[src/rtl/ordered_list_deque_with_search_top_assert.svh]
// ----------------------------------------------------------------------------
// Assertion macros for the ordered list deque
// Concurrent check helpers; define ASSERT_OFF to compile them out.
// ----------------------------------------------------------------------------
`ifndef ORDERED_LIST_DEQUE_WITH_SEARCH_TOP_ASSERT_SVH
`define ORDERED_LIST_DEQUE_WITH_SEARCH_TOP_ASSERT_SVH

`ifndef ASSERT_OFF

// Check a property on every clock edge while out of reset
`define OLDQ_ASSERT_RST(label, clk, rstn, prop) \
    label: assert property (@(posedge clk) disable iff (!(rstn)) (prop)) \
        else $error("oldq assertion failed");

// Check a property on every clock edge, reset included
`define OLDQ_ASSERT_ALWAYS(label, clk, prop) \
    label: assert property (@(posedge clk) (prop)) \
        else $error("oldq assertion failed");

`else

`define OLDQ_ASSERT_RST(label, clk, rstn, prop)
`define OLDQ_ASSERT_ALWAYS(label, clk, prop)

`endif

`endif

[src/rtl/oldq_pkg.sv]
// ----------------------------------------------------------------------------
// oldq_pkg
// Shared constants, codes and controller/datapath interface types.
// ----------------------------------------------------------------------------
`timescale 1ns / 1ps

package oldq_pkg;

    localparam int CAPACITY = 16;
    localparam int DATA_W   = 32;
    localparam int PTR_W    = $clog2(CAPACITY);
    localparam int CNT_W    = $clog2(CAPACITY + 1);

    typedef enum logic [2:0] {
        ACT_PUSH_FRONT = 3'd0,
        ACT_PUSH_BACK  = 3'd1,
        ACT_POP_FRONT  = 3'd2,
        ACT_POP_BACK   = 3'd3,
        ACT_READ_ALL   = 3'd4,
        ACT_CLEAR      = 3'd5,
        ACT_SEARCH     = 3'd6,
        ACT_REMOVE     = 3'd7
    } act_t;

    typedef enum logic [1:0] {
        STAT_OK        = 2'd0,
        STAT_EMPTY     = 2'd1,
        STAT_NOT_FOUND = 2'd2,
        STAT_FULL      = 2'd3
    } stat_t;

    typedef enum logic [3:0] {
        OP_NONE       = 4'd0,
        OP_PUSH_FRONT = 4'd1,
        OP_PUSH_BACK  = 4'd2,
        OP_POP_FRONT  = 4'd3,
        OP_POP_BACK   = 4'd4,
        OP_CLEAR      = 4'd5,
        OP_IDX_CLEAR  = 4'd6,
        OP_IDX_INC    = 4'd7,
        OP_SHIFT      = 4'd8,
        OP_DEC        = 4'd9
    } dp_op_t;

    // Controller to datapath
    typedef struct packed {
        dp_op_t op;
        logic   load_item;
        logic   hold_load;
        logic   out_load;
        logic   out_from_hold;
        stat_t  res_status;
        logic   res_use_rd;
        logic   out_last;
    } oldq_cmd_t;

    // Datapath to controller
    typedef struct packed {
        act_t             act;
        logic             empty;
        logic             full;
        logic             rd_last;
        logic             match;
        logic             shift_more;
        logic             out_free;
        logic [CNT_W-1:0] entry_count;
    } oldq_stat_t;

endpackage

[src/rtl/oldq_dp.sv]
// ----------------------------------------------------------------------------
// oldq_dp
// Ring storage, front/count pointers, walk index and output register.
// ----------------------------------------------------------------------------
`timescale 1ns / 1ps

module oldq_dp (
    input  logic                      aclk,
    input  logic                      aresetn,
    input  oldq_pkg::oldq_cmd_t       cmd,
    output oldq_pkg::oldq_stat_t      stat,
    input  logic [2:0]                s_tuser,
    input  logic [oldq_pkg::DATA_W-1:0] s_tdata,
    output logic                      m_tvalid,
    input  logic                      m_tready,
    output logic [oldq_pkg::DATA_W-1:0] m_tdata,
    output logic [1:0]                m_tuser,
    output logic                      m_tlast
);
    import oldq_pkg::*;

    localparam int SUM_W = CNT_W + 1;

    logic [DATA_W-1:0] mem [CAPACITY];

    logic [PTR_W-1:0]  front_reg, front_next;
    logic [CNT_W-1:0]  count_reg, count_next;
    logic [CNT_W-1:0]  idx_reg, idx_next;
    act_t              act_reg;
    logic [DATA_W-1:0] val_reg;
    stat_t             hold_status_reg;
    logic [DATA_W-1:0] hold_value_reg;
    logic              out_valid_reg, out_valid_next;
    stat_t             out_status_reg;
    logic [DATA_W-1:0] out_value_reg;
    logic              out_last_reg;

    logic [CNT_W-1:0]  rd_off;
    logic [PTR_W-1:0]  rd_slot;
    logic [PTR_W-1:0]  idx_slot;
    logic [PTR_W-1:0]  back_slot;
    logic [PTR_W-1:0]  dec_front;
    logic [PTR_W-1:0]  inc_front;
    logic [DATA_W-1:0] rd_data;
    logic [DATA_W-1:0] res_value;
    logic [CNT_W-1:0]  idx_plus1;

    // Ring position of an offset from the front; sum stays below 2*CAPACITY
    function automatic logic [PTR_W-1:0] slot_of(input logic [PTR_W-1:0] f,
                                                   input logic [CNT_W-1:0] off);
        logic [SUM_W-1:0] sum;
        sum = SUM_W'(f) + SUM_W'(off);
        if (sum >= SUM_W'(CAPACITY)) begin
            sum = sum - SUM_W'(CAPACITY);
        end
        return sum[PTR_W-1:0];
    endfunction

    assign idx_plus1 = idx_reg + CNT_W'(1);

    always_comb begin
        case (cmd.op)
            OP_POP_FRONT: rd_off = '0;
            OP_POP_BACK:  rd_off = count_reg - CNT_W'(1);
            OP_SHIFT:     rd_off = idx_plus1;
            default:      rd_off = idx_reg;
        endcase
    end

    assign rd_slot   = slot_of(front_reg, rd_off);
    assign idx_slot  = slot_of(front_reg, idx_reg);
    assign back_slot = slot_of(front_reg, count_reg);
    assign rd_data   = mem[rd_slot];
    assign dec_front = (front_reg == '0) ? PTR_W'(CAPACITY - 1) : front_reg - PTR_W'(1);
    assign inc_front = (front_reg == PTR_W'(CAPACITY - 1)) ? '0 : front_reg + PTR_W'(1);
    assign res_value = cmd.res_use_rd ? rd_data : '0;

    // Pointer and index updates
    always_comb begin
        front_next = front_reg;
        count_next = count_reg;
        idx_next   = idx_reg;
        case (cmd.op)
            OP_PUSH_FRONT: begin
                front_next = dec_front;
                count_next = count_reg + CNT_W'(1);
            end
            OP_PUSH_BACK:  count_next = count_reg + CNT_W'(1);
            OP_POP_FRONT: begin
                front_next = inc_front;
                count_next = count_reg - CNT_W'(1);
            end
            OP_POP_BACK:   count_next = count_reg - CNT_W'(1);
            OP_CLEAR: begin
                front_next = '0;
                count_next = '0;
            end
            OP_IDX_CLEAR:  idx_next = '0;
            OP_IDX_INC:    idx_next = idx_plus1;
            OP_SHIFT:      idx_next = idx_plus1;
            OP_DEC:        count_next = count_reg - CNT_W'(1);
            default: ;
        endcase
    end

    always_comb begin
        out_valid_next = out_valid_reg;
        if (cmd.out_load) begin
            out_valid_next = 1'b1;
        end else if (m_tready) begin
            out_valid_next = 1'b0;
        end
    end

    always_ff @(posedge aclk) begin
        if (!aresetn) begin
            front_reg     <= '0;
            count_reg     <= '0;
            idx_reg       <= '0;
            out_valid_reg <= 1'b0;
        end else begin
            front_reg     <= front_next;
            count_reg     <= count_next;
            idx_reg       <= idx_next;
            out_valid_reg <= out_valid_next;
        end
    end

    // Storage: no reset, only occupied slots are ever read
    always_ff @(posedge aclk) begin
        case (cmd.op)
            OP_PUSH_FRONT: mem[dec_front] <= val_reg;
            OP_PUSH_BACK:  mem[back_slot] <= val_reg;
            OP_SHIFT:      mem[idx_slot]  <= rd_data;
            default: ;
        endcase
    end

    // Payload registers
    always_ff @(posedge aclk) begin
        if (cmd.load_item) begin
            act_reg <= act_t'(s_tuser);
            val_reg <= s_tdata;
        end
        if (cmd.hold_load) begin
            hold_status_reg <= cmd.res_status;
            hold_value_reg  <= res_value;
        end
        if (cmd.out_load) begin
            out_last_reg <= cmd.out_last;
            if (cmd.out_from_hold) begin
                out_status_reg <= hold_status_reg;
                out_value_reg  <= hold_value_reg;
            end else begin
                out_status_reg <= cmd.res_status;
                out_value_reg  <= res_value;
            end
        end
    end

    assign stat.act         = act_reg;
    assign stat.empty       = (count_reg == '0);
    assign stat.full        = (count_reg == CNT_W'(CAPACITY));
    assign stat.rd_last     = (idx_plus1 == count_reg);
    // Compare at the walk index directly so the status never depends on cmd
    assign stat.match       = (mem[idx_slot] == val_reg);
    assign stat.shift_more  = (idx_plus1 < count_reg);
    assign stat.out_free    = !out_valid_reg || m_tready;
    assign stat.entry_count = count_reg;

    assign m_tvalid = out_valid_reg;
    assign m_tdata  = out_value_reg;
    assign m_tuser  = out_status_reg;
    assign m_tlast  = out_last_reg;

endmodule

[src/rtl/oldq_ctrl.sv]
// ----------------------------------------------------------------------------
// oldq_ctrl
// Sequencer: decodes the action and steps the datapath through each walk.
// ----------------------------------------------------------------------------
`timescale 1ns / 1ps

module oldq_ctrl (
    input  logic                  aclk,
    input  logic                  aresetn,
    input  logic                  s_tvalid,
    output logic                  s_tready,
    input  oldq_pkg::oldq_stat_t  stat,
    output oldq_pkg::oldq_cmd_t   cmd
);
    import oldq_pkg::*;

    typedef enum logic [5:0] {
        ST_IDLE     = 6'b000001,
        ST_DISPATCH = 6'b000010,
        ST_READ     = 6'b000100,
        ST_SCAN     = 6'b001000,
        ST_SHIFT    = 6'b010000,
        ST_FIN      = 6'b100000
    } state_t;

    state_t state_reg, state_next;

    assign s_tready = (state_reg == ST_IDLE);

    always_comb begin
        state_next = state_reg;
        cmd        = '0;
        cmd.op     = OP_NONE;
        cmd.res_status = STAT_OK;
        case (state_reg)
            ST_IDLE: begin
                if (s_tvalid) begin
                    cmd.load_item = 1'b1;
                    state_next    = ST_DISPATCH;
                end
            end
            ST_DISPATCH: begin
                if (stat.out_free) begin
                    cmd.out_last = 1'b1;
                    state_next   = ST_IDLE;
                    case (stat.act)
                        ACT_PUSH_FRONT, ACT_PUSH_BACK: begin
                            cmd.out_load = 1'b1;
                            if (stat.full) begin
                                cmd.res_status = STAT_FULL;
                            end else begin
                                cmd.op = (stat.act == ACT_PUSH_FRONT) ? OP_PUSH_FRONT
                                                                      : OP_PUSH_BACK;
                            end
                        end
                        ACT_POP_FRONT, ACT_POP_BACK: begin
                            cmd.out_load = 1'b1;
                            if (stat.empty) begin
                                cmd.res_status = STAT_EMPTY;
                            end else begin
                                cmd.op = (stat.act == ACT_POP_FRONT) ? OP_POP_FRONT
                                                                     : OP_POP_BACK;
                                cmd.res_use_rd = 1'b1;
                            end
                        end
                        ACT_CLEAR: begin
                            cmd.out_load = 1'b1;
                            cmd.op       = OP_CLEAR;
                        end
                        default: begin
                            // read all, search, remove: walk from the front
                            if (stat.empty) begin
                                cmd.out_load   = 1'b1;
                                cmd.res_status = STAT_EMPTY;
                            end else begin
                                cmd.op     = OP_IDX_CLEAR;
                                state_next = (stat.act == ACT_READ_ALL) ? ST_READ : ST_SCAN;
                            end
                        end
                    endcase
                end
            end
            ST_READ: begin
                if (stat.out_free) begin
                    cmd.out_load   = 1'b1;
                    cmd.res_use_rd = 1'b1;
                    cmd.out_last   = stat.rd_last;
                    cmd.op         = OP_IDX_INC;
                    if (stat.rd_last) begin
                        state_next = ST_IDLE;
                    end
                end
            end
            ST_SCAN: begin
                if (stat.match) begin
                    cmd.hold_load  = 1'b1;
                    cmd.res_use_rd = 1'b1;
                    state_next     = (stat.act == ACT_REMOVE) ? ST_SHIFT : ST_FIN;
                end else if (stat.rd_last) begin
                    cmd.hold_load  = 1'b1;
                    cmd.res_status = STAT_NOT_FOUND;
                    state_next     = ST_FIN;
                end else begin
                    cmd.op = OP_IDX_INC;
                end
            end
            ST_SHIFT: begin
                // close the gap one entry a cycle, then drop the back
                if (stat.shift_more) begin
                    cmd.op = OP_SHIFT;
                end else begin
                    cmd.op     = OP_DEC;
                    state_next = ST_FIN;
                end
            end
            ST_FIN: begin
                if (stat.out_free) begin
                    cmd.out_load      = 1'b1;
                    cmd.out_from_hold = 1'b1;
                    cmd.out_last      = 1'b1;
                    state_next        = ST_IDLE;
                end
            end
            default: state_next = ST_IDLE;
        endcase
    end

    always_ff @(posedge aclk) begin
        if (!aresetn) begin
            state_reg <= ST_IDLE;
        end else begin
            state_reg <= state_next;
        end
    end

endmodule

[src/rtl/ordered_list_deque_with_search_top.sv]
// ----------------------------------------------------------------------------
// ordered_list_deque_with_search_top
// Ordered list of signed 32-bit values with deque access, readout and search.
// ----------------------------------------------------------------------------
// The block holds up to 16 values in a ring with a front pointer and a count.
// Each input item carries an action in s_tuser and a value in s_tdata; every
// action gives one result item with m_tlast set, except read all, which gives
// one item per entry from front to back with m_tlast on the back entry. The
// block works on one item at a time. Read all, search and remove by value walk
// the list from the front one entry per cycle (read all only while the output
// register is free to take a result), and removal then moves each later entry
// down one slot, also one per cycle. A finished result sits in the output
// register, so the next item can be taken while it waits.
// ----------------------------------------------------------------------------
`timescale 1ns / 1ps

`include "ordered_list_deque_with_search_top_assert.svh"

module ordered_list_deque_with_search_top (
    input  logic        aclk,
    input  logic        aresetn,
    input  logic        s_tvalid,
    output logic        s_tready,
    input  logic [31:0] s_tdata,   // [31:0] value
    input  logic [2:0]  s_tuser,   // [2:0] action
    output logic        m_tvalid,
    input  logic        m_tready,
    output logic [31:0] m_tdata,   // [31:0] value_res
    output logic [1:0]  m_tuser,   // [1:0] status
    output logic        m_tlast
);
    import oldq_pkg::*;

    oldq_cmd_t  cmd;
    oldq_stat_t stat;

    // Sequencer: decode the action, step the walks, schedule results
    oldq_ctrl u_ctrl (
        .aclk     (aclk),
        .aresetn  (aresetn),
        .s_tvalid (s_tvalid),
        .s_tready (s_tready),
        .stat     (stat),
        .cmd      (cmd)
    );

    // Storage, pointers and output register
    oldq_dp u_dp (
        .aclk     (aclk),
        .aresetn  (aresetn),
        .cmd      (cmd),
        .stat     (stat),
        .s_tuser  (s_tuser),
        .s_tdata  (s_tdata),
        .m_tvalid (m_tvalid),
        .m_tready (m_tready),
        .m_tdata  (m_tdata),
        .m_tuser  (m_tuser),
        .m_tlast  (m_tlast)
    );

    // Count never passes the capacity
    `OLDQ_ASSERT_RST(a_count_bound, aclk, aresetn, stat.entry_count <= CNT_W'(CAPACITY))
    // Never overwrite a result the sink has not taken
    `OLDQ_ASSERT_RST(a_out_free, aclk, aresetn, cmd.out_load |-> stat.out_free)
    // No insert goes through on a full list
    `OLDQ_ASSERT_RST(a_no_push_full, aclk, aresetn,
        (cmd.op == OP_PUSH_FRONT || cmd.op == OP_PUSH_BACK) |-> !stat.full)
    // After an item is taken, hold off the next one
    `OLDQ_ASSERT_RST(a_one_item, aclk, aresetn, (s_tvalid && s_tready) |=> !s_tready)

endmodule

[config.mk]
export PLATFORM = sky130hd
export DESIGN_NAME = ordered_list_deque_with_search_top
export DESIGN_NICKNAME = d
export VERILOG_FILES = /design/src/rtl/oldq_pkg.sv /design/src/rtl/oldq_dp.sv /design/src/rtl/oldq_ctrl.sv /design/src/rtl/ordered_list_deque_with_search_top.sv
export VERILOG_INCLUDE_DIRS = /design/src /design/src/rtl
export SDC_FILE = /design/constraint.sdc
export NUM_CORES = 1
export LEC_CHECK = 0
export ABC_AREA = 1
export BUFFER_PORTS_ARGS = -buffer_cell sky130_fd_sc_hd__buf_2
export CAP_MARGIN = 5
export CORE_ASPECT_RATIO = 1.1
export CORE_MARGIN = 3
export CORE_UTILIZATION = 44
export DETAILED_ROUTE_END_ITERATION = 6
export PLACE_DENSITY = 0.7
export SLEW_MARGIN = 20
export SYNTH_ARGS = -nofsm -noshare
export SYNTH_HDL_FRONTEND = slang
export SYNTH_SLANG_ARGS = --single-unit
[constraint.sdc]
create_clock -name aclk -period 7.43 [get_ports aclk]
set_clock_uncertainty 0.2 [all_clocks]
set_input_delay 0.743 -clock aclk [delete_from_list [all_inputs] [get_ports aclk]]
set_output_delay 0.743 -clock aclk [all_outputs]
set_load 0.02 [all_outputs]
Word level (Yosys, flattened, before mapping) --
Memories as Yosys holds them, arrays and structs flattened. Cells that the tools add are included.
Storage, ports and cells: memory bits (read-only) 0, input bits 39, memories kept 1, bits in registers 125, latch bits 0, memory bits (writable) 512
Operators by class: order comparisons 4, shifts and indexed selects 0, reductions and logical operators 18, mux-type cells 76, add/subtract/negate cells 11, equality and inequality tests 32, bitwise logic cells 0, $mul 0, div/mod/pow operators 0
Memory list:
- u_dp.mem | depth 16, bits a word 32, read ports 2, clocked after Yosys merged registers in 0, write ports 1, RTL line oldq_dp.sv:24 | logic [DATA_W-1:0] mem [CAPACITY];
Operator list (count):
- 32-bit two-way mux | 4
- 6-bit two-way mux | 11
- 32-bit OR reduction | 2
- 4-bit two-way mux | 13
- 6-bit case mux with 6 select lines | 1
- 32-bit equality test | 1
- 5-bit case mux with 3 select lines | 2
- 1-bit two-way mux | 25
- 4-bit case mux with 3 select lines | 2
- 4-bit by 5-bit adder with 6-bit output | 3
- 6-bit by 5-bit greater-or-equal comparator with 1-bit output (second input constant) | 3
- 4-bit by 3-bit equality test with 1-bit output (second input constant) | 4
- 4-bit case mux with 4 select lines | 1
- 4-bit by 1-bit subtractor with 4-bit output (second input constant) | 4
- 2-bit two-way mux | 7
- 4-bit equality test (second input constant) | 3
- 3-bit two-way mux | 4
- 5-bit by 1-bit adder with 5-bit output (second input constant) | 2
- 2-bit != test (second input constant) | 5
- 5-bit case mux with 2 select lines | 1
- 3-bit equality test (second input constant) | 3
- 1-bit case mux with 3 select lines | 3
- 4-bit by 2-bit equality test with 1-bit output (second input constant) | 2
- 2-bit case mux with 2 select lines | 2
- other kinds (27) | 33

Longest topological paths before layout --
Gate-level depths: netlist of the first run. An unclocked memory read counts as a cell.
depth after elaboration 15, mapped depth 37, gate-level depth less buffers 35

Modules after synthesis --
Synthesis of the first run repeated with hierarchy kept, for this count alone.
Second synthesis, totals: cells, all modules 3416, area total of the unflattened synthesis 32282.2 um^2
Modules (own cells, without submodules):
- oldq_dp | instances 1, area an instance 31609.1 um^2, cells an instance 3308
- oldq_ctrl | instances 1, area an instance 673.1 um^2, cells an instance 108

Worst setup path after synthesis of the first run --
Ideal clock, no wire load.
path kind register to register, start reg u_dp.front_reg[0], end mem u_dp.mem[0][10] (data pin), period minus slack after synthesis 5.581 ns, stages on the path, launching flop included 33, path buffers 4, arrival 5.061 ns, library setup time 0.320 ns, required time 6.910 ns, slack 1.849 ns, path through dfxtp_1 > ha_1 > fa_1 > inv_2 > buf_4 > clkbuf_1 > nand3_1 > nand3_1 > nand3_1 > nand2_1 > nand2_1 > nand2_1 > nand2_1 > nor2_1 > nand2_1 > nor2_2 > nand2_4 > nand2_8 > o21ai_2 > nand2_4 > nand3_1 > o221ai_1 > ha_1 > inv_1 > fa_1 > xor2_1 > clkbuf_1 > clkbuf_1 > o221ai_1 > o21ai_0 > nand2_2 > nand3_1 > nand2_1
Between the ends: longest elaborated chain between the ends 14, elaborated cells between the ends (all ways) 20, classes of those cells add/sub: 4; order compare: 2; eq/ne: 4; mux: 8; reduce/logical: 1; memory: 1
Ends and longest elaborated chain:
- from (decl) | RTL line oldq_dp.sv:26 | logic [PTR_W-1:0] front_reg, front_next;
- from (signal assigned) | RTL line oldq_dp.sv:122 | front_reg <= front_next;
- 4-bit by 5-bit adder with 6-bit output | RTL line oldq_dp.sv:52 | sum = SUM_W'(f) + SUM_W'(off);
- 6-bit by 5-bit greater-or-equal comparator with 1-bit output or 4-bit by 1-bit subtractor with 4-bit output (tied branches) | RTL line oldq_dp.sv:53, oldq_dp.sv:54
- 4-bit two-way mux | RTL line oldq_dp.sv:53 | if (sum >= SUM_W'(CAPACITY)) begin
- memory 16 x 32 bit
- 32-bit equality test | RTL line oldq_dp.sv:166 | assign stat.match = (mem[idx_slot] == val_reg);
- 4-bit two-way mux | RTL line oldq_ctrl.sv:95 | if (stat.match) begin
- 4-bit case mux with 4 select lines | RTL line oldq_ctrl.sv:35 | case (state_reg)
- 4-bit equality test, or another cell as far along | RTL line oldq_dp.sv:62, oldq_dp.sv:131
- 5-bit case mux with 3 select lines | RTL line oldq_dp.sv:62 | case (cmd.op)
- 4-bit by 5-bit adder with 6-bit output | RTL line oldq_dp.sv:52
- 6-bit by 5-bit greater-or-equal comparator with 1-bit output or 4-bit by 1-bit subtractor with 4-bit output (tied branches) | RTL line oldq_dp.sv:53, oldq_dp.sv:54
- 4-bit two-way mux | RTL line oldq_dp.sv:53
- memory 16 x 32 bit
- 32-bit two-way mux (no line) *
- to (decl) | RTL line oldq_dp.sv:24
Mark *: on every way between the ends. The rest lies on a longest branch, timed or not.

Worst setup path after layout of the first run --
start reg u_dp.front_reg[0], end mem u_dp.mem[12][8] (data pin)
Same word-level chain as after synthesis.

==> results of run 1 <==
-- per-stage QoR --
step,hold slack [ns],setup WS [ns],instance area (um^2)
final,0.0890,0.208,36300
after global routing,0.0814,0.000349,36300
after CTS,0.0629,0.288,36300
after detailed placement,0.281,0.316,34000
after global placement,0.264,0.409,34000
after floorplan,0.252,1.85,32200
-- power by group through the flow --
| stage | logic [uW] | clock network (uW) | registers (uW) |
|---|---|---|---|
| 6_report | 3500 | 3470 | 4950 |
| 5_1_grt | 3840 | 3650 | 4970 |
| 4_1_cts | 3440 | 3520 | 4950 |
| 3_5_place_dp | 3420 | 0 | 5020 |
| 3_3_place_gp | 3380 | 0 | 5020 |
| 2_1_floorplan | 2250 | 0 | 4970 |
-- how the worst max path moves through the flow --
stage	from	endpoint	slack [ns]	cells past startpoint
after floorplan	u_dp.front_reg[0]$_SDFFE_PN0P_	u_dp.mem[0][10]$_DFFE_PP_	1.85	32
after global placement	u_dp.front_reg[0]$_SDFFE_PN0P_	u_dp.mem[10][21]$_DFFE_PP_	0.41	32
after detailed placement	u_dp.front_reg[0]$_SDFFE_PN0P_	u_dp.mem[12][19]$_DFFE_PP_	0.32	32
after CTS	u_dp.front_reg[0]$_SDFFE_PN0P_	u_dp.mem[6][19]$_DFFE_PP_	0.29	32
after global routing	u_dp.front_reg[0]$_SDFFE_PN0P_	u_dp.mem[9][14]$_DFFE_PP_	0.0003	32
final	u_dp.front_reg[0]$_SDFFE_PN0P_	u_dp.mem[12][8]$_DFFE_PP_	0.21	32
-- final cells by class --
class,count,area (um^2)
Timing Repair Buffer,159,1460
Inverter,164,632
Sequential cell,637,18900
Multi-Input combinational cell,2415,11900
Clock inverter,38,469
Clock buffer,84,1780
Tap cell,945,1180
Fill cell,6365,35800
-- kinds of logic after synthesis --
| group | share of synthesized area, % |
|---|---|
| simple gates | 24.4 |
| compound gates | 10.3 |
| fa+ha+maj | 0.962 |
| flops | 58.7 |
| xor+xnor | 0.326 |
| buf+inv | 5.30 |
| mux | 0.0621 |
-- synth_stat cells, types with 5 or more instances --
cell      count
nand3_2      41
dfxtp_1      21
o21ai_1      28
o211ai_1     10
o22ai_1      50
nor2_1      304
ha_1         20
buf_1         6
clkbuf_1    111
inv_1       154
nor2_2        5
nand3_1     485
a21oi_1      64
nand3b_1     10
buf_2        71
inv_2         9
nand2_2      32
xor2_1        8
buf_6         6
buf_4        30
nand2_1     884
a31oi_1       5
o21ai_0     360
a211oi_1      6
edfxtp_1    616
nand2_4       6
o221ai_1     62
-- layer usage --
layer	share of wire (%)	global-route usage, %	up-vias
li1	-	-	12100
met1	38	32.7	12600
met2	46	40.3	1661
met3	11	4.38	311
met4	4.8	12.9	0
met5	0	0	-
-- worst max-delay path: cells and delay by family, from the launching register on --
| kind | cells | cell delay (ns) |
|---|---|---|
| AND/OR/NAND/NOR | 17 | 2.36 |
| adder cells (fa/ha/maj) | 4 | 1.77 |
| buffers and inverters | 5 | 1.12 |
| AO/OA/AOI/OAI | 6 | 0.88 |
| flip-flops | 1 | 0.55 |
==> flow_metrics.env, run 1 <==
export IMPL_cts_hold_buffers=0
export IMPL_nets=3506
export IMPL_fp_dieW_um=264
export IMPL_switchingPower_uw=4190
export IMPL_largest_register="u_dp.mem"
export IMPL_min_path_cells=1
export IMPL_end_kind="flip-flop"
export IMPL_place_inst=4320
export IMPL_hpwl_mm=53.8
export IMPL_initial_utilization_pct=44.7
export IMPL_min_period_over_period_pct=97.2
export IMPL_holdPathEnd="u_dp.val_reg[8]$_DFFE_PP_"
export IMPL_clkPwrFrac_pct=29.1
export IMPL_syn_mean_instance_area_um2=9.37
export IMPL_swShare_pct=35.1
export IMPL_status="finished, final reports clean"
export IMPL_ys_warn_count=0
export IMPL_instances_no_fill=4442
export IMPL_finalSetupViolCount=0
export IMPL_clock_latency_ns=0.63
export IMPL_timing_fmax_mhz=138
export IMPL_ant_nets=0
export IMPL_yosysTopAreaCell="edfxtp_1"
export IMPL_grt_setup_unrepaired="false"
export IMPL_critical_path_arrival_ns=7.38
export IMPL_cts_setup_buffers=0
export IMPL_critPathLaunchType="flip-flop"
export IMPL_synth_async_reset_ratio_pct=0
export IMPL_cpPeakStageDelay_ns=0.68
export IMPL_drt_wl_total_mm=98.9
export IMPL_largest_register_ffs=512
export IMPL_firstDrtPassIters=6
export IMPL_ios=76
export IMPL_grt_use_total_pct=25.1
export IMPL_period_minus_slack_ns=7.22
export IMPL_htree_levels=3
export IMPL_syn_area_um2=32200
export IMPL_cts_tree="yes"
export IMPL_grt_pass1_wl_mm=148
export IMPL_row_count=103
export IMPL_antenna_found_initial=0
export IMPL_synth_cell_type_count=46
export IMPL_synth_seq_cells=637
export IMPL_grt_overflow_total=0
export IMPL_path_clk_slew_ns=0.06
export IMPL_synth_seq_area_share_pct=58.7
export IMPL_leakagePower_uw=0.0139
export IMPL_hold_viol=0
export IMPL_grt_max_degree=153
export IMPL_routed_via_count=26700
export IMPL_slew_viol_final=0
export IMPL_total_power_uw=11900
export IMPL_post_cts_resized=0
export IMPL_antenna_cells=0
export IMPL_hp_class="input port to flip-flop"
export IMPL_clockBufferDepth=3
export IMPL_viasPerCell=6.00
export IMPL_final_common_cell="nand2_1"
export IMPL_clock_sinks=637
export IMPL_mostFrequentLayoutCells="nand2_1, edfxtp_1, nand3_1, o21ai_0, nor2_1"
export IMPL_synth_main_ff_cell="edfxtp_1"
export IMPL_tns_ns=0
export IMPL_synth_cells=3441
export IMPL_synth_edf_count=616
export IMPL_ys_top_cells_by_area="edfxtp_1, nand2_1, nand3_1"
export IMPL_crit_path_max_fanout=70
export IMPL_slowest_stage="fa_4"
export IMPL_syn_num_nets=3503
export IMPL_drc=0
export IMPL_cts_inserted_buffers=67
export IMPL_syn_to_final_growth_pct=12.7
export IMPL_drtIter0Drc=3455
export IMPL_fin_util_pct=50.3
export IMPL_p_comb_share_pct=29.4
export IMPL_io_buffers=75
export IMPL_maxCapViolations=0
export IMPL_rrSetupSlack_ns=0.21
export IMPL_ff2ff_path_depth=32
export IMPL_cts_root_buf="clkbuf_16"
export IMPL_cellPowerDensity_nw_per_um2=328
export IMPL_core_area_um2=72200
export IMPL_rr_startpoint="u_dp.front_reg[0]$_SDFFE_PN0P_"
export IMPL_dieArea_um2=76600
export IMPL_tightest_slew_ns=0.937
export IMPL_globalplace_congestion=0.848
export IMPL_critPathRequiredTime_ns=7.59
export IMPL_p_int_uw=7730
export IMPL_first_global_vias=25200
export IMPL_hp_start="s_tdata[8]"
export IMPL_vdd_drop_max_v=0.000198
export IMPL_final_layout_size_suffix_gt1_share_pct=11.6
export IMPL_wl_per_cell_um=22.3
export IMPL_crit_type="flip-flop to flip-flop"
export IMPL_relSlewSlack_pct=37.5
export IMPL_seq_power_share_pct=41.5
export IMPL_die_height_um=290
export IMPL_cp_common_cell="nand3_1"
export IMPL_synth_top_area_share_pct=57.4
export IMPL_r2r_end="u_dp.mem[12][8]$_DFFE_PP_"
No activity file was read; power rests on OpenSTA's default activity.
==> run 2, diff against run 1 <==
--- a/config.mk
+++ b/config.mk
@@ -14,6 +14,7 @@
 export CORE_UTILIZATION = 44
 export DETAILED_ROUTE_END_ITERATION = 6
 export PLACE_DENSITY = 0.7
+export REMOVE_ABC_BUFFERS = 1
 export SLEW_MARGIN = 20
 export SYNTH_ARGS = -nofsm -noshare
 export SYNTH_HDL_FRONTEND = slang
==> run 2 against run 1 <==
  * Combinational power about the same
  * Clock power increased by 1%
  * Count of clock-buffer cells in the layout increased by 6
  * Global-route usage increased by 0.060 points
  * Highest routed layer unchanged
  * Sequential share of layout area decreased by 0.17 points
  * Via count decreased by 0.37%
  * Worst hold slack improved by 0.0084 ns
==> flow_metrics.env, run 2 (synthesized netlist as in run 1, its figures left out) <==
export IMPL_critPathLaunchType="flip-flop"
export IMPL_cpPeakStageDelay_ns=0.86
export IMPL_htree_levels=3
export IMPL_cts_tree="yes"
export IMPL_row_count=103
export IMPL_first_global_vias=25300
export IMPL_firstDrtPassIters=7
export IMPL_tns_ns=0
export IMPL_grt_overflow_total=0
export IMPL_clockBufferDepth=3
export IMPL_hold_viol=0
export IMPL_leakagePower_uw=0.0139
export IMPL_mostFrequentLayoutCells="nand2_1, edfxtp_1, nand3_1, o21ai_0, nor2_1"
export IMPL_clock_sinks=637
export IMPL_layout_setup_ws_ns=0.349
export IMPL_tightest_slew_ns=1.03
export IMPL_finalSetupViolCount=0
export IMPL_die_height_um=290
export IMPL_grt_setup_unrepaired="false"
export IMPL_path_clk_slew_ns=0.06
export IMPL_grt_pass1_wl_mm=149
export IMPL_core_area_um2=72200
export IMPL_post_place_ws_ns=0.156
export IMPL_ant_nets=0
export IMPL_final_layout_size_suffix_gt1_share_pct=11.9
export IMPL_largest_register="u_dp.mem"
export IMPL_post_dp_cell_area_um2=34100
export IMPL_slowest_stage="fa_4"
export IMPL_viasPerCell=5.98
export IMPL_hpwl_mm=54.9
export IMPL_period_minus_slack_ns=7.08
export IMPL_critPathRequiredTime_ns=7.53
export IMPL_hp_class="input port to flip-flop"
export IMPL_drtIter0Drc=2958
export IMPL_clock_latency_ns=0.62
export IMPL_status="finished, final reports clean"
export IMPL_place_inst=4313
export IMPL_drc=0
export IMPL_dieArea_um2=76600
export IMPL_relSlewSlack_pct=31.1
export IMPL_cts_hold_buffers=0
export IMPL_cellPowerDensity_nw_per_um2=328
export IMPL_grt_max_degree=177
export IMPL_cts_root_buf="clkbuf_16"
export IMPL_critical_path_arrival_ns=7.18
export IMPL_antenna_found_initial=1
export IMPL_largest_register_ffs=512
export IMPL_cts_inserted_buffers=71
export IMPL_cp_common_cell="nand2_1"
export IMPL_cts_setup_buffers=0
export IMPL_end_kind="flip-flop"
export IMPL_cp_top_family="simple AND/OR/NAND/NOR gates"
export IMPL_slew_viol_final=0
export IMPL_worst_hold_slack_ns=0.0974
export IMPL_vdd_drop_max_v=0.000195
export IMPL_crit_path_max_fanout=80
export IMPL_grt_use_total_pct=25.1
export IMPL_min_period_over_period_pct=95.3
export IMPL_ios=76
export IMPL_finalInstanceArea_um2=36500
export IMPL_instances_no_fill=4441
export IMPL_cp_num_buf_inv=6
export IMPL_drt_wl_total_mm=98.6
export IMPL_globalplace_congestion=0.870
export IMPL_wl_per_cell_um=22.2
export IMPL_crit_type="flip-flop to flip-flop"
export IMPL_routed_via_count=26600
export IMPL_timing_fmax_mhz=141
export IMPL_io_buffers=75
export IMPL_syn_to_final_growth_pct=13.0
export IMPL_initial_utilization_pct=44.7
export IMPL_nets=3503
export IMPL_fp_dieW_um=264
export IMPL_final_common_cell="nand2_1"
export IMPL_maxCapViolations=0
==> run 2: layer usage <==
metal	GRT usage, %	wire, um	vias up
li1	-	-	12000
met1	32.5	37100	12600
met2	40.7	46200	1624
met3	4.53	10700	315
met4	12.7	4610	0
met5	0	0	-
==> run 2: power breakdown <==
| part | total, uW | internal [uW] | leakage [uW] | switching, uW |
|---|---|---|---|---|
| logic | 3500 | 964 | 0.00705 | 2540 |
| registers | 4950 | 4720 | 0.00578 | 226 |
| clock network | 3520 | 2090 | 0.00111 | 1430 |
| total | 12000 | 7770 | 0.0139 | 4200 |
==> run 2: final timing paths <==
| path | start | endpoint | slack, ns | cells after the start |
|---|---|---|---|---|
| worst max-delay path | u_dp.idx_reg[0]$_SDFFE_PN0P_ | u_dp.mem[5][14]$_DFFE_PP_ | 0.35 | 30 |
| worst min-delay path | s_tdata[28] | u_dp.val_reg[28]$_DFFE_PP_ | 0.1 | 1 |
| worst max register to register | u_dp.idx_reg[0]$_SDFFE_PN0P_ | u_dp.mem[5][14]$_DFFE_PP_ | 0.35 | 30 |
| worst min register to register | u_dp.idx_reg[4]$_SDFFE_PN0P_ | u_dp.idx_reg[4]$_SDFFE_PN0P_ | 0.28 | 2 |
==> run 2: layout make-up <==
| type | count | area (um^2) |
|---|---|---|
| antenna | 1 | 2.50 |
| clock buffer | 90 | 1900 |
| clock inverter | 37 | 402 |
| fill | 6426 | 35700 |
| inverter | 164 | 637 |
| multi-input combinational | 2415 | 11900 |
| sequential | 637 | 18900 |
| tap | 945 | 1180 |
| timing repair buffer | 152 | 1470 |
==> run 2: timing repair <==
action / CTS / global route
setup endpoints to repair: 0 / 512
gates resized for setup: 0 / 36
endpoints found under the hold margin: 0 / 0
==> run 2: worst reg2reg max path: cells and delay by family, from the launching register on <==
kind / cells / cell delay [ns]
buffers and inverters: 6 / 1.18
adders and majority gates: 4 / 1.93
and+or+nand+nor: 16 / 2.09
DFF: 1 / 0.52
AOI/OAI and AO/OA: 4 / 0.89
==> run 2: metrics by stage <==
| step | total power, uW | utilization (%) |
|---|---|---|
| 3_3_place_gp | 8390 | 47.2 |
| 2_1_floorplan | 7200 | - |
| 4_1_cts | 12000 | 50.4 |
| 5_1_grt | 12600 | 50.5 |
| 3_5_place_dp | 8440 | 47.2 |
| 6_report | 12000 | 50.5 |
